<file path="config.mk">
export PLATFORM = sky130hd
export DESIGN_NAME = isc_ctrl
export DESIGN_NICKNAME = d
export VERILOG_FILES = /design/src/isc_pkg.sv /design/src/isc_ctrl.sv
export SDC_FILE = /design/constraint.sdc
export NUM_CORES = 1
export LEC_CHECK = 0
export BUFFER_PORTS_ARGS = -buffer_cell sky130_fd_sc_hd__buf_4
export CAP_MARGIN = 20
export CORE_AREA = 10 10 47 49
export DETAILED_ROUTE_END_ITERATION = 10
export DIE_AREA = 0 0 57 59
export PLACE_DENSITY = 0.36
export SLEW_MARGIN = 20
export SYNTH_ARGS = -nofsm -noshare
export SYNTH_HDL_FRONTEND = slang
export SYNTH_SLANG_ARGS = --single-unit
</file>
<file path="constraint.sdc">
create_clock -name aclk -period 2.29 [get_ports aclk]
set_input_delay 0.1145 -clock aclk [delete_from_list [all_inputs] [get_ports aclk]]
set_output_delay 0.1145 -clock aclk [all_outputs]
set_load 0.1 [all_outputs]
</file>
<file path="src/isc_pkg.sv">
// Shared types, sizes and helper functions of the itemset support counter.
package isc_pkg;

    localparam int ITEMS       = 8;
    localparam int COUNT_BITS  = 16;
    localparam int TABLE_DEPTH = 1 << ITEMS;
    localparam int MASK_IN_W   = 8;
    localparam int MASK_W      = (ITEMS > MASK_IN_W) ? ITEMS : MASK_IN_W;
    localparam int OUT_W       = 16;
    localparam int CFG_W       = 16;

    localparam logic [COUNT_BITS-1:0] COUNT_MAX     = {COUNT_BITS{1'b1}};
    localparam logic [OUT_W-1:0]      OUT_COUNT_MAX = {OUT_W{1'b1}};
    localparam logic [CFG_W-1:0]      MIN_SUPPORT_RESET = CFG_W'(2);

    localparam logic ACTION_ADD   = 1'b0;
    localparam logic ACTION_QUERY = 1'b1;

    typedef struct packed {
        logic                 action;
        logic [MASK_IN_W-1:0] item_mask;
    } in_item_t;

    typedef struct packed {
        logic [OUT_W-1:0] support_count;
        logic             frequent;
    } out_item_t;

    // Commands from the controller to the datapath.
    typedef struct packed {
        logic load;
        logic walk;
        logic query_rd;
        logic out_load;
    } isc_cmd_t;

    // Status from the datapath to the controller.
    typedef struct packed {
        logic is_query;
        logic mask_zero;
        logic sub_last;
        logic out_free;
    } isc_status_t;

    // Clamps a counter value to the width of the result field.
    function automatic logic [OUT_W-1:0] clamp_count(input logic [COUNT_BITS-1:0] c);
        logic [31:0] w;
        w = 32'(c);
        if (w > 32'(OUT_COUNT_MAX)) begin
            return OUT_COUNT_MAX;
        end
        return w[OUT_W-1:0];
    endfunction

    // Adds one to a counter, holding it at its maximum.
    function automatic logic [COUNT_BITS-1:0] sat_inc(input logic [COUNT_BITS-1:0] c);
        if (c == COUNT_MAX) begin
            return c;
        end
        return c + COUNT_BITS'(1);
    endfunction

endpackage

</file>
<file path="src/isc_ctrl.sv">
// Sequencer that steps the datapath through transaction walks and queries.
module isc_ctrl
    import isc_pkg::*;
(
    input  logic        aclk,
    input  logic        aresetn,
    input  logic        s_valid,
    output logic        s_ready,
    input  isc_status_t status,
    output isc_cmd_t    cmd
);

    typedef enum logic [3:0] {
        ST_IDLE  = 4'b0001,
        ST_WALK  = 4'b0010,
        ST_QREAD = 4'b0100,
        ST_QDONE = 4'b1000
    } state_t;

    state_t state_reg, state_next;

    always_ff @(posedge aclk) begin
        if (!aresetn) begin
            state_reg <= ST_IDLE;
        end else begin
            state_reg <= state_next;
        end
    end

    always_comb begin
        state_next = state_reg;
        cmd        = '0;
        s_ready    = 1'b0;
        case (state_reg)
            ST_IDLE: begin
                s_ready = 1'b1;
                if (s_valid) begin
                    cmd.load = 1'b1;
                    if (status.is_query) begin
                        state_next = ST_QREAD;
                    end else if (!status.mask_zero) begin
                        state_next = ST_WALK;
                    end
                end
            end
            ST_WALK: begin
                cmd.walk = 1'b1;
                if (status.sub_last) begin
                    state_next = ST_IDLE;
                end
            end
            ST_QREAD: begin
                cmd.query_rd = 1'b1;
                state_next   = ST_QDONE;
            end
            ST_QDONE: begin
                if (status.out_free) begin
                    cmd.out_load = 1'b1;
                    state_next   = ST_IDLE;
                end
            end
            default: begin
                state_next = ST_IDLE;
            end
        endcase
    end

endmodule

</file>
; Yosys cells after proc, flatten, opt, wreduce, memory -nomap -nowiden
; Index checks and enable logic that the tools add are counted.
[op_classes]
eq_ne = 8
n_mux = 13
reduce_logical = 1
[ops]
columns = op, count
row1 = 4-bit 2-to-1 mux, 5
row2 = 4-bit case mux with 4 select lines, 1
row3 = 1-bit 2-to-1 mux, 7
row4 = 2-bit inequality test (second input constant), 3
row5 = 4-bit by 1-bit equality test with 1-bit output (second input constant), 1
row6 = 4-bit by 2-bit equality test with 1-bit output (second input constant), 1
row7 = 4-bit by 3-bit equality test with 1-bit output (second input constant), 1
row8 = 4-bit equality test (second input constant), 1
row9 = 4-bit AND reduction, 1
row10 = 3-bit inequality test (second input constant), 1
[totals]
in_bits = 7
ff_bits = 4
word_cells = 23
output_inout_bits = 5

; Depth between registers and ports, before layout
; Gate-level depths: netlist (run 1).
[logic_depth]
depth_word = 4
ltp_mapped = 3

; Least setup slack after synthesis (run 1)
; Ideal clock, no wire load.
[synth_timing]
kind = register -> register
start = register state_reg[1]
end = register state_reg[1]
slack_ps = -1758
setup_time_ps = 83
path_stages_with_launch = 3
t_arrival_ps = 3965
path_cell_list = dfxtp_1 -> nor4b_1 -> a32o_1
[synth_between]
elab_chain_cells = 3
[synth_lines]
columns = item, line_no
row1 = "start, declared", isc_ctrl.sv:20  ; state_t state_reg, state_next;
row2 = "start signal, assigned", isc_ctrl.sv:26  ; state_reg <= state_next;
row3 = "4-bit by 1-bit equality test with 1-bit output, or another cell as far along", isc_ctrl.sv:34  ; case (state_reg)
row4 = 3-bit inequality test (no source line) / 2-bit inequality test (equally long branches), n/a
row5 = 4-bit AND reduction (no source line), n/a
; Parallel ways exist; a longest one is shown, timed or not.
; A chain may end at the register's enable or synchronous reset.

==> results of run 1 <==
-- cells by family after synthesis --
family / Yosys count
simple gates: 16
compound gates: 6
flops: 4
buf+inv: 1
-- where the power goes --
group	switching [mW]	internal [mW]
Clock	0.0241	0.0583
Combinational	0.0603	0.0301
Sequential	0.00929	0.0750
-- per-layer routing --
metal  up-vias  global-route usage [%]  wire [µm]
met5         -                       0          0
met1       115                   4.599        306
met2         8                   7.442        354
met3         0                   1.717         34
met4         0                   2.013          0
li1        132                       -          -
-- stage by stage --
stage / instances / setup WS [ns] / hold WS [ns]
2_1_floorplan: 27 / -0.001320 / 0.1952
3_3_place_gp: 54 / 1.039 / 0.3819
3_5_place_dp: 54 / 1.001 / 0.3667
4_1_cts: 57 / 0.7359 / 0.1266
5_1_grt: 57 / 0.6763 / 0.1364
6_report: 57 / 0.7703 / 0.1277
-- synthesized netlist by cell type, drive strengths merged --
| master | number | area share, % |
|---|---|---|
| and2 | 2 | 4.9 |
| inv | 1 | 1.5 |
| o21ai | 1 | 2.0 |
| and2b | 1 | 3.4 |
| or3b | 2 | 6.9 |
| nor2 | 3 | 4.4 |
| a21oi | 1 | 2.0 |
| dfxtp | 4 | 31 |
| o31ai | 1 | 2.9 |
| a32o | 1 | 3.9 |
| and3 | 1 | 2.5 |
| nor4b | 2 | 13 |
| o211a | 1 | 3.9 |
| nor2b | 2 | 4.9 |
| and4b | 1 | 4.4 |
| o2111ai | 1 | 3.4 |
| nor3 | 1 | 2.0 |
| nor3b | 1 | 2.9 |
-- layout by cell type, fill, tap and decap left out, drive strengths merged, types with 2 or more instances in the layout --
cell	count
nor2	3
or3b	2
nor4b	2
nor2b	2
clkbuf	3
and2	2
dfxtp	4
buf	11
-- final cells by class --
class                      count  area share [%]
tap                           16           4.984
timing repair buffer          11           20.56
sequential                     4           20.87
inverter                       1          0.9346
multi-input combinational     22           47.04
clock buffer                   3           5.607
-- critical path: cells and delay by family, from the launching register on --
kind	cells	cell delay, ns
and+or+nand+nor	2	0.51
DFF	1	0.39
buffers and inverters	1	0.28
-- final timing paths --
check	startpoint	end	slack (ns)	cells after the start
worst max-delay path	state_reg[2]	cmd[3]	0.77	3
worst min-delay path	aresetn	state_reg[0]	0.13	2
worst max register to register	state_reg[3]	state_reg[0]	1.09	3
worst min register to register	state_reg[1]	state_reg[0]	0.60	2
==> metrics.md, run 1 <==
| Metric | Value |
|---|---|
| Startpoint type of the worst setup path | `flop` |
| H-tree lvl count | `1` |
| Initial antenna violation count | `0` |
| Compound-gate portion of the synthesized area | `18.14%` |
| Mapped Cells | `27` |
| CP arrival | `1.41 ns` |
| Total setup buffers inserted after CTS | `0` |
| Final Util | `28.66%` |
| Register area share after synthesis | `31.37%` |
| Worst skew pair latency | `~0.23 ns` |
| Sequential Area | `83.83 µm²` |
| Filler Cells Inserted | `169` |
| Dpl hpwl | `598.8 µm` |
| Area of combinational cells with multiple inputs | `around 190 µm²` |
| Synthesized netlist net count | `34` |
| Cell area after placement | `379.1 µm²` |
| Post-layout minimum cycle time | `1.520 ns` |
| Core region area | `around 0.0014 mm²` |
| Number of instances resized during post-cts repair | `0` |
| Placer Congestion | `0.6821` |
| Multiplexer area fraction after synthesis | `0%` |
| Critical-path top delay cell | `sky130_fd_sc_hd__dfxtp_1` |
| Total grt overflow | `0` |
| Setup repair after global routing missed its margin | `false` |
| Starting density of the core | `a little under a fifth` |
| Synthesized-area fraction occupied by adder cells | `0%` |
| Wire length per cell | `~12 µm` |
| VDD IR-drop max | `0.0002599 V` |
| All-layer global routing usage | `4.353%` |
| Chip height | `approximately 59 µm` |
| Number of failing hold endpoints at the final stage | `0` |
| Number of warnings issued by yosys | `0` |
| Static Leakage | `0.1892 nW` |
| Kind of end point of the critical path | `output port` |
| Clk pin slew, worst setup/hold paths | `0.03 ns` |
| Number of maximum-capacitance constraint violations | `0` |
| Dominant combinational cell family by area after synthesis | `simple AND/OR/NAND/NOR gates` |
| Worst Path Max Fanout | `7` |
| Number of antenna repair diodes | `0` |
| Sum of routed wire length over all layers | `696 µm` |
| Antenna Violating Nets Remaining | `0` |
| Delay of the slowest critical-path stage | `0.39 ns` |
| Final number of max-transition violations | `0` |
| Layout cell share with drive strength beyond 1 | `53.66%` |
| Sum Neg Setup Slack | `0 ns` |
| Synth Area per Inst | `9.454 µm²` |
| Number of nets in the finished design | `50` |
| Combined area of all synthesized cells | `255.2 µm²` |
| Setup-violating endpoint count in the final report | `0` |
| Xor-xnor portion of the synthesized cell area | `0%` |
| Power per cell area | `640.1 mW/mm²` |
| Detailed-route vias per instance | `4.474` |
| Ordered list of cells on the worst path | `nor4b_4 > and2_4 > buf_4` |
| Status | `complete, no violations` |
| Tightest Pin Transition | `roughly 0.33 ns` |
| Root Buffer Master | `sky130_fd_sc_hd__clkbuf_4` |
| Number of detailed-routing iterations run before antenna repair | `2` |
| Worst Setup Path Type | `reg -> out` |
| Vias in the first global route | `286` |
| Overall Power | `around 0.26 mW` |
| DRC violations left | `0` |
| Via count of the routed design | `about 260` |
| Flip-flop count of the largest register, all copies and words added | `4` |
| Max clock buf depth | `2` |
| FP Rows | `14` |
| DR iter-0 viols | `4` |
| Largest clock skew in the final design | `0.001276 ns` |
| Upper clock frequency limit | `658.0 MHz` |
| Hold buffers post-CTS | `0` |
| Worst hold path class | `in -> reg` |
| Number of top-level design ports | `12` |
| Largest net degree at the start of global routing | `10` |
| Clock net sink count | `4` |
| Layout area overhead | `57.35%` |
| Number of library cell types mapped by synthesis | `19` |
| Fraction of the mapped netlist area in simple logic gates | `49.02%` |
| Die Area | `0.003363 mm²` |
| Cts bufs inserted | `3` |
| Data required time at the worst endpoint | `approximately 2.2 ns` |
| Chip width | `57 µm` |
| Normalized max-slew margin | `between 70 and 80%` |
| CTS tree | `done` |
| #FFs+latches synth | `4` |
| Finished Cell Area | `401.6 µm²` |
| I/O Buffers | `11` |
| Wire length of the first global-routing pass | `around 1200 µm` |
| Period utilisation layout | `66.36%` |
(Power assumes the default switching activity.)
==> run 2, diff against run 1 <==
- PLACE_DENSITY: 0.36 -> 0.37
- clock period: 2.29 -> 1.3 ns (I/O delays scaled with it)
==> run 2 against run 1 <==
The flow now finishes with violations (negative setup slack). Count of clock-buffer cells in the layout is the same. Utilization is 6.0 points higher. Sequential share of layout area shrank 1.8 points. Cell count increased by 5.3%. Power up 96%. Combinational power grew 130%. Sequential power is 71% higher. Critical path type unchanged.
==> metrics.md, run 2 (same netlist as run 1, synthesis figures left out) <==
| Metric | Value |
|---|---|
| Status | `finished, violations left` |
| Violated checks | `negative setup slack` |
| Worst Setup Path Type | `reg -> out` |
| Hold Crit Depth | `2` |
| Number of antenna repair diodes | `0` |
| Wire length per cell | `12.98 µm` |
| Layout area overhead | `90.20%` |
| Power per cell area | `1040 mW/mm²` |
| R2R Path Start | `state_reg[3]` |
| Clock net sink count | `4` |
| Destination of the worst hold path | `state_reg[0]` |
| Sw Pwr | `0.1843 mW` |
| Largest clock skew in the final design | `between 0.004 and 0.005 ns` |
| Clk pin slew, worst setup/hold paths | `0.04 ns` |
| Vias in the first global route | `283` |
| Antenna Violating Nets Remaining | `0` |
| Final number of max-transition violations | `0` |
| Total grt overflow | `0` |
| All-layer global routing usage | `4.832%` |
| Chip height | `59 µm` |
| Post-layout minimum cycle time | `1.354 ns` |
| H-tree lvl count | `1` |
| Delay of the slowest critical-path stage | `0.36 ns` |
| Detailed-route vias per instance | `approximately 4.4` |
| Number of failing hold endpoints at the final stage | `0` |
| Max clock buf depth | `2` |
| I/O Buffers | `11` |
| Static Leakage | `0.2185 nW` |
| DRC violations left | `0` |
| Number of detailed-routing iterations run before antenna repair | `2` |
| Die Area | `0.003363 mm²` |
| Period utilisation layout | `104.1%` |
| Upper clock frequency limit | `738.6 MHz` |
| Overall Power | `0.5050 mW` |
| Normalized max-slew margin | `83.63%` |
| Largest net degree at the start of global routing | `8` |
| Proportion of power drawn by combinational gates | `40.4%` |
| Number of top-level design ports | `12` |
| Root Buffer Master | `sky130_fd_sc_hd__clkbuf_4` |
| R2R Setup Slk | `0.05 ns` |
| Number of buffer and inverter instances along the worst setup path | `1` |
| CP arrival | `1.29 ns` |
| Worst skew pair latency | `0.24 ns` |
| Setup-violating endpoint count in the final report | `3` |
| FP Rows | `14` |
| Leading cell type in the layout, fill and taps excluded | `sky130_fd_sc_hd__buf_4` |
| Worst hold path class | `in -> reg` |
| Internal Dissipation | `0.3207 mW` |
| Initial antenna violation count | `0` |
| Number of maximum-capacitance constraint violations | `0` |
| Core region area | `0.001401 mm²` |
| Starting density of the core | `18.21%` |
| Via count of the routed design | `about 260` |
| Number of nets in the finished design | `53` |
| Hold path start | `aresetn` |
| Sum of routed wire length over all layers | `779 µm` |
| Wire length of the first global-routing pass | `1200 µm` |
| Fraction of power spent switching nets | `between 30 and 40%` |
| Endpoint of the worst-slack reg-to-reg timing path | `state_reg[0]` |
| Dpl hpwl | `612.6 µm` |
| Chip width | `57 µm` |
| Relative contribution of sequential cells to total power | `around 29%` |
| Worst setup slack after placement | `between 0.06 and 0.07 ns` |
| Commonest cells after routing, fill and taps aside | `sky130_fd_sc_hd__buf_4 (8), sky130_fd_sc_hd__buf_12 (4), sky130_fd_sc_hd__nor2_1 (3), sky130_fd_sc_hd__clkbuf_4 (3), sky130_fd_sc_hd__dfxtp_4 (3)` |
| Setup repair after global routing missed its margin | `true` |
| CTS tree | `done` |
| Placer Congestion | `roughly 0.64` |
| Startpoint type of the worst setup path | `flop` |
| Number of cells on the worst reg-to-reg path | `4` |
| Flip-flop count of the largest register, all copies and words added | `4` |
| Portion of total power attributed to the clock network | `approximately 31%` |
| Ordered list of cells on the worst path | `nor4b_4 > and2_4 > buf_12` |
| Setup slack after layout | `-0.05386 ns` |
| Worst Path Max Fanout | `6` |
| Layout cell share with drive strength beyond 1 | `59.09%` |
| Tightest Pin Transition | `0.2446 ns` |
| DR iter-0 viols | `2` |
| Cts bufs inserted | `3` |
| Kind of end point of the critical path | `output port` |
| Family with the most delay on the worst path | `simple AND/OR/NAND/NOR gates` |
| Critical-path top delay cell | `sky130_fd_sc_hd__dfxtp_4` |
| Data required time at the worst endpoint | `1.24 ns` |
| VDD IR-drop max | `0.0004123 V` |
==> run 2: cell types whose count changed in the layout (fill, tap and decap cells not counted), sizes merged <==
cell	change
buf	+3
==> run 2: power by group through the flow <==
stage                     clock network, mW  logic, mW  registers (mW)
final                                 0.156      0.204           0.144
after global routing                  0.173      0.213           0.146
after CTS                             0.169      0.179           0.146
after detailed placement                  0      0.162           0.150
after global placement                    0      0.161           0.149
after floorplan                           0      0.122           0.147
==> run 2: area by class of cell <==
cell class	count	area, µm²
timing repair buffer	14	155.1
inverter	1	3.754
clock buffer	3	22.52
fill	155	915.9
sequential	4	92.59
tap	16	20.02
multi-input combinational	22	191.4
==> run 2: how the worst max path moves through the flow <==
| stage | start | endpoint | cells past startpoint |
|---|---|---|---|
| floorplan | state_reg[3] | state_reg[1] | 3 |
| global placement | state_reg[2] | cmd[3] | 3 |
| detailed placement | state_reg[2] | cmd[3] | 3 |
| CTS | state_reg[1] | cmd[3] | 3 |
| global route | state_reg[3] | cmd[3] | 3 |
| finish | state_reg[1] | cmd[3] | 3 |
==> run 2: worst register-to-register path, stage by stage, from the launching register on <==
cell and delay, ns:
sky130_fd_sc_hd__dfxtp_4 0.36, sky130_fd_sc_hd__buf_1 0.14, sky130_fd_sc_hd__or3b_1 0.37, sky130_fd_sc_hd__a21oi_1 0.13, sky130_fd_sc_hd__o2111ai_1 0.11
==> run 2: through the flow <==
step	TNS, ns	hold slack (ns)	instances	instance area (µm²)	utilization (%)
floorplan	-3.860	0.1457	27	277.8	-
detailed placement	0	0.3126	54	380.4	27.14
CTS	-0.1448	0.05657	58	452.9	32.32
finish	-0.05863	0.06494	60	485.5	34.64
global placement	0	0.2975	54	380.4	27.14
global route	-0.2790	0.05726	60	485.5	34.64
==> run 2: timing repair <==
| action | CTS | global route |
|---|---|---|
| endpoints found under the setup margin | 5 | 5 |
| setup buffers | 1 | 2 |
| hold buffers | 0 | 0 |
| pin swaps | 1 | 0 |
| gates cloned | 0 | 0 |
| gates resized for setup | 13 | 5 |
==> run 2: routing by layer <==
metal	global-route usage, %	vias up	wire length, µm
met5	0	-	0
met4	2.013	0	6
met3	5.579	2	100
met2	7.132	9	352
met1	4.019	112	319
li1	-	140	-
==> run 3, diff against run 2 <==
- CELL_PAD_IN_SITES_DETAIL_PLACEMENT: not set -> 1
- CELL_PAD_IN_SITES_GLOBAL_PLACEMENT: not set -> 1
- PLACE_DENSITY: 0.37 -> 0.48
==> run 3 against run 2 <==
The flow still finishes with violations (negative setup slack). First-iteration DRC count increased by 100%. Sequential share of layout area down 1.1 points. Sequential power about the same. Register-to-register slack got worse by 0.02 ns. Fmax grew 1.9%. Utilization rose by 2.1 points. Critical path depth stayed put. Setup slack better by 0.026 ns. Wire length increased by 9.2%. Sequential cell count is the same.
==> metrics.md, run 3 (same netlist as run 1, synthesis figures left out) <==
| Metric | Value |
|---|---|
| Internal Dissipation | `0.3334 mW` |
| Clk pin slew, worst setup/hold paths | `0.03 ns` |
| Clock net sink count | `4` |
| Status | `finished, violations left` |
| Number of top-level design ports | `12` |
| Final number of max-transition violations | `0` |
| Power per cell area | `994.8 mW/mm²` |
| Startpoint type of the worst setup path | `flop` |
| Portion of total power attributed to the clock network | `28.5%` |
| Endpoint of the worst-slack reg-to-reg timing path | `state_reg[0]` |
| Number of maximum-capacitance constraint violations | `0` |
| Worst Path Max Fanout | `5` |
| CTS tree | `done` |
| I/O Buffers | `11` |
| Largest clock skew in the final design | `0.001959 ns` |
| Number of failing hold endpoints at the final stage | `0` |
| Proportion of power drawn by combinational gates | `43.2%` |
| Overall Power | `a little over 0.5 mW` |
| Flip-flop count of the largest register, all copies and words added | `4` |
| Number of detailed-routing iterations run before antenna repair | `2` |
| Via count of the routed design | `285` |
| Number of cells on the worst reg-to-reg path | `4` |
| Wire length of the first global-routing pass | `1380 µm` |
| Total grt overflow | `0` |
| Post-layout minimum cycle time | `approximately 1.3 ns` |
| Ordered list of cells on the worst path | `buf_4 > nor4b_4 > buf_6` |
| Dpl hpwl | `approximately 660 µm` |
| Sw Pwr | `0.1781 mW` |
| Destination of the worst hold path | `state_reg[0]` |
| Core region area | `roughly 0.0014 mm²` |
| Chip width | `57 µm` |
| VDD IR-drop max | `roughly 0.0005 V` |
| Tightest Pin Transition | `0.2576 ns` |
| Setup-violating endpoint count in the final report | `2` |
| Upper clock frequency limit | `752.8 MHz` |
| FP Rows | `14` |
| Largest net degree at the start of global routing | `8` |
| R2R Path Start | `state_reg[3]` |
| Detailed-route vias per instance | `4.524` |
| Critical-path top delay cell | `sky130_fd_sc_hd__dfxtp_4` |
| R2R Setup Slk | `0.03 ns` |
| Relative contribution of sequential cells to total power | `approximately 28%` |
| Hold path start | `aresetn` |
| Kind of end point of the critical path | `output port` |
| Layout cell share with drive strength beyond 1 | `around two thirds` |
| Delay of the slowest critical-path stage | `0.35 ns` |
| Vias in the first global route | `322` |
| Normalized max-slew margin | `about 83%` |
| Leading cell type in the layout, fill and taps excluded | `sky130_fd_sc_hd__buf_4` |
| Period utilisation layout | `102.2%` |
| Worst Setup Path Type | `reg -> out` |
| Final Util | `36.70%` |
| Chip height | `59 µm` |
| Worst hold slack across all endpoints | `0.07575 ns` |
| DR iter-0 viols | `4` |
| Sum of routed wire length over all layers | `851 µm` |
| Data required time at the worst endpoint | `1.24 ns` |
| Root Buffer Master | `sky130_fd_sc_hd__clkbuf_4` |
| Commonest cells after routing, fill and taps aside | `sky130_fd_sc_hd__buf_4 (12), sky130_fd_sc_hd__buf_12 (4), sky130_fd_sc_hd__clkbuf_4 (3), sky130_fd_sc_hd__dfxtp_4 (3)` |
| Initial antenna violation count | `0` |
| Filler Cells Inserted | `between 150 and 200` |
| Wire length per cell | `about 14 µm` |
| Cell area after placement | `between 300 and 400 µm²` |
| H-tree lvl count | `1` |
| Sequential Area | `between 90 and 100 µm²` |
| Finished Cell Area | `514.2 µm²` |
| Setup repair after global routing missed its margin | `true` |
| Static Leakage | `0.2379 nW` |
| Placer Congestion | `0.6532` |
| Setup slack after layout | `-0.02830 ns` |
| Worst skew pair latency | `0.23 ns` |
| Antenna Violating Nets Remaining | `0` |
| All-layer global routing usage | `5.041%` |
| Number of antenna repair diodes | `0` |
| Cts bufs inserted | `3` |
| Number of nets in the finished design | `56` |
| Die Area | `0.003363 mm²` |
| Max clock buf depth | `2` |
| Sum Neg Setup Slack | `-0.05301 ns` |
| Hold Crit Depth | `2` |
| Layout area overhead | `101.5%` |
| CP arrival | `approximately 1.3 ns` |
| Fraction of power spent switching nets | `34.82%` |
| Starting density of the core | `between 10% and 20%` |
| DRC violations left | `0` |
| Area of combinational cells with multiple inputs | `193.9 µm²` |
| Worst hold path class | `in -> reg` |
| Violated checks | `negative setup slack` |
==> run 3: layout make-up <==
class	count	area share (%)
multi-input combinational	22	37.71
timing repair buffer	17	35.28
sequential	4	18.00
clock buffer	3	4.380
tap	16	3.893
inverter	1	0.7299
==> run 3: layer usage <==
metal  track usage [%]  routed length, µm  vias to the layer above
met5                 0                  0                        -
met4             2.013                  0                        0
met3             2.361                 42                        0
met2             9.302                493                        6
met1             4.711                314                      134
li1                  -                  -                      145
==> run 3: metrics by stage <==
stage	cells	worst slack, ns
detailed placement	54	0.05757
global placement	54	0.07558
finish	63	-0.02830
floorplan	27	-0.9910
CTS	59	-0.08528
global route	63	-0.08984
==> run 3: repair_timing <==
item / in CTS / in global routing
resized for setup: 10 / 9
gates cloned: 0 / 0
endpoints found under the setup margin: 5 / 6
pin swaps: 2 / 2
hold buffers: 0 / 0
setup buffers: 2 / 4
==> run 3: power groups by stage <==
| stage | combinational, mW | sequential [mW] | clock, mW |
|---|---|---|---|
| finish | 0.221 | 0.145 | 0.146 |
| global route | 0.234 | 0.147 | 0.166 |
| CTS | 0.184 | 0.147 | 0.157 |
| detailed placement | 0.163 | 0.150 | 0 |
| global placement | 0.163 | 0.150 | 0 |
| floorplan | 0.122 | 0.147 | 0 |
==> run 3: worst max-delay path by stage <==
stage / end / from / slack, ns
2_1_floorplan: state_reg[1] / state_reg[3] / -0.99
5_1_grt: cmd[2] / state_reg[2] / -0.09
3_3_place_gp: state_reg[0] / state_reg[3] / 0.08
6_report: cmd[2] / state_reg[2] / -0.03
4_1_cts: cmd[3] / state_reg[3] / -0.09
3_5_place_dp: cmd[3] / state_reg[2] / 0.06
==> run 3: critical path: cells and delay by family (launching register included) <==
kind / cells / cell delay, ns
buffers and inverters: 2 / 0.42
flip-flops: 1 / 0.35
AND/OR/NAND/NOR: 1 / 0.26
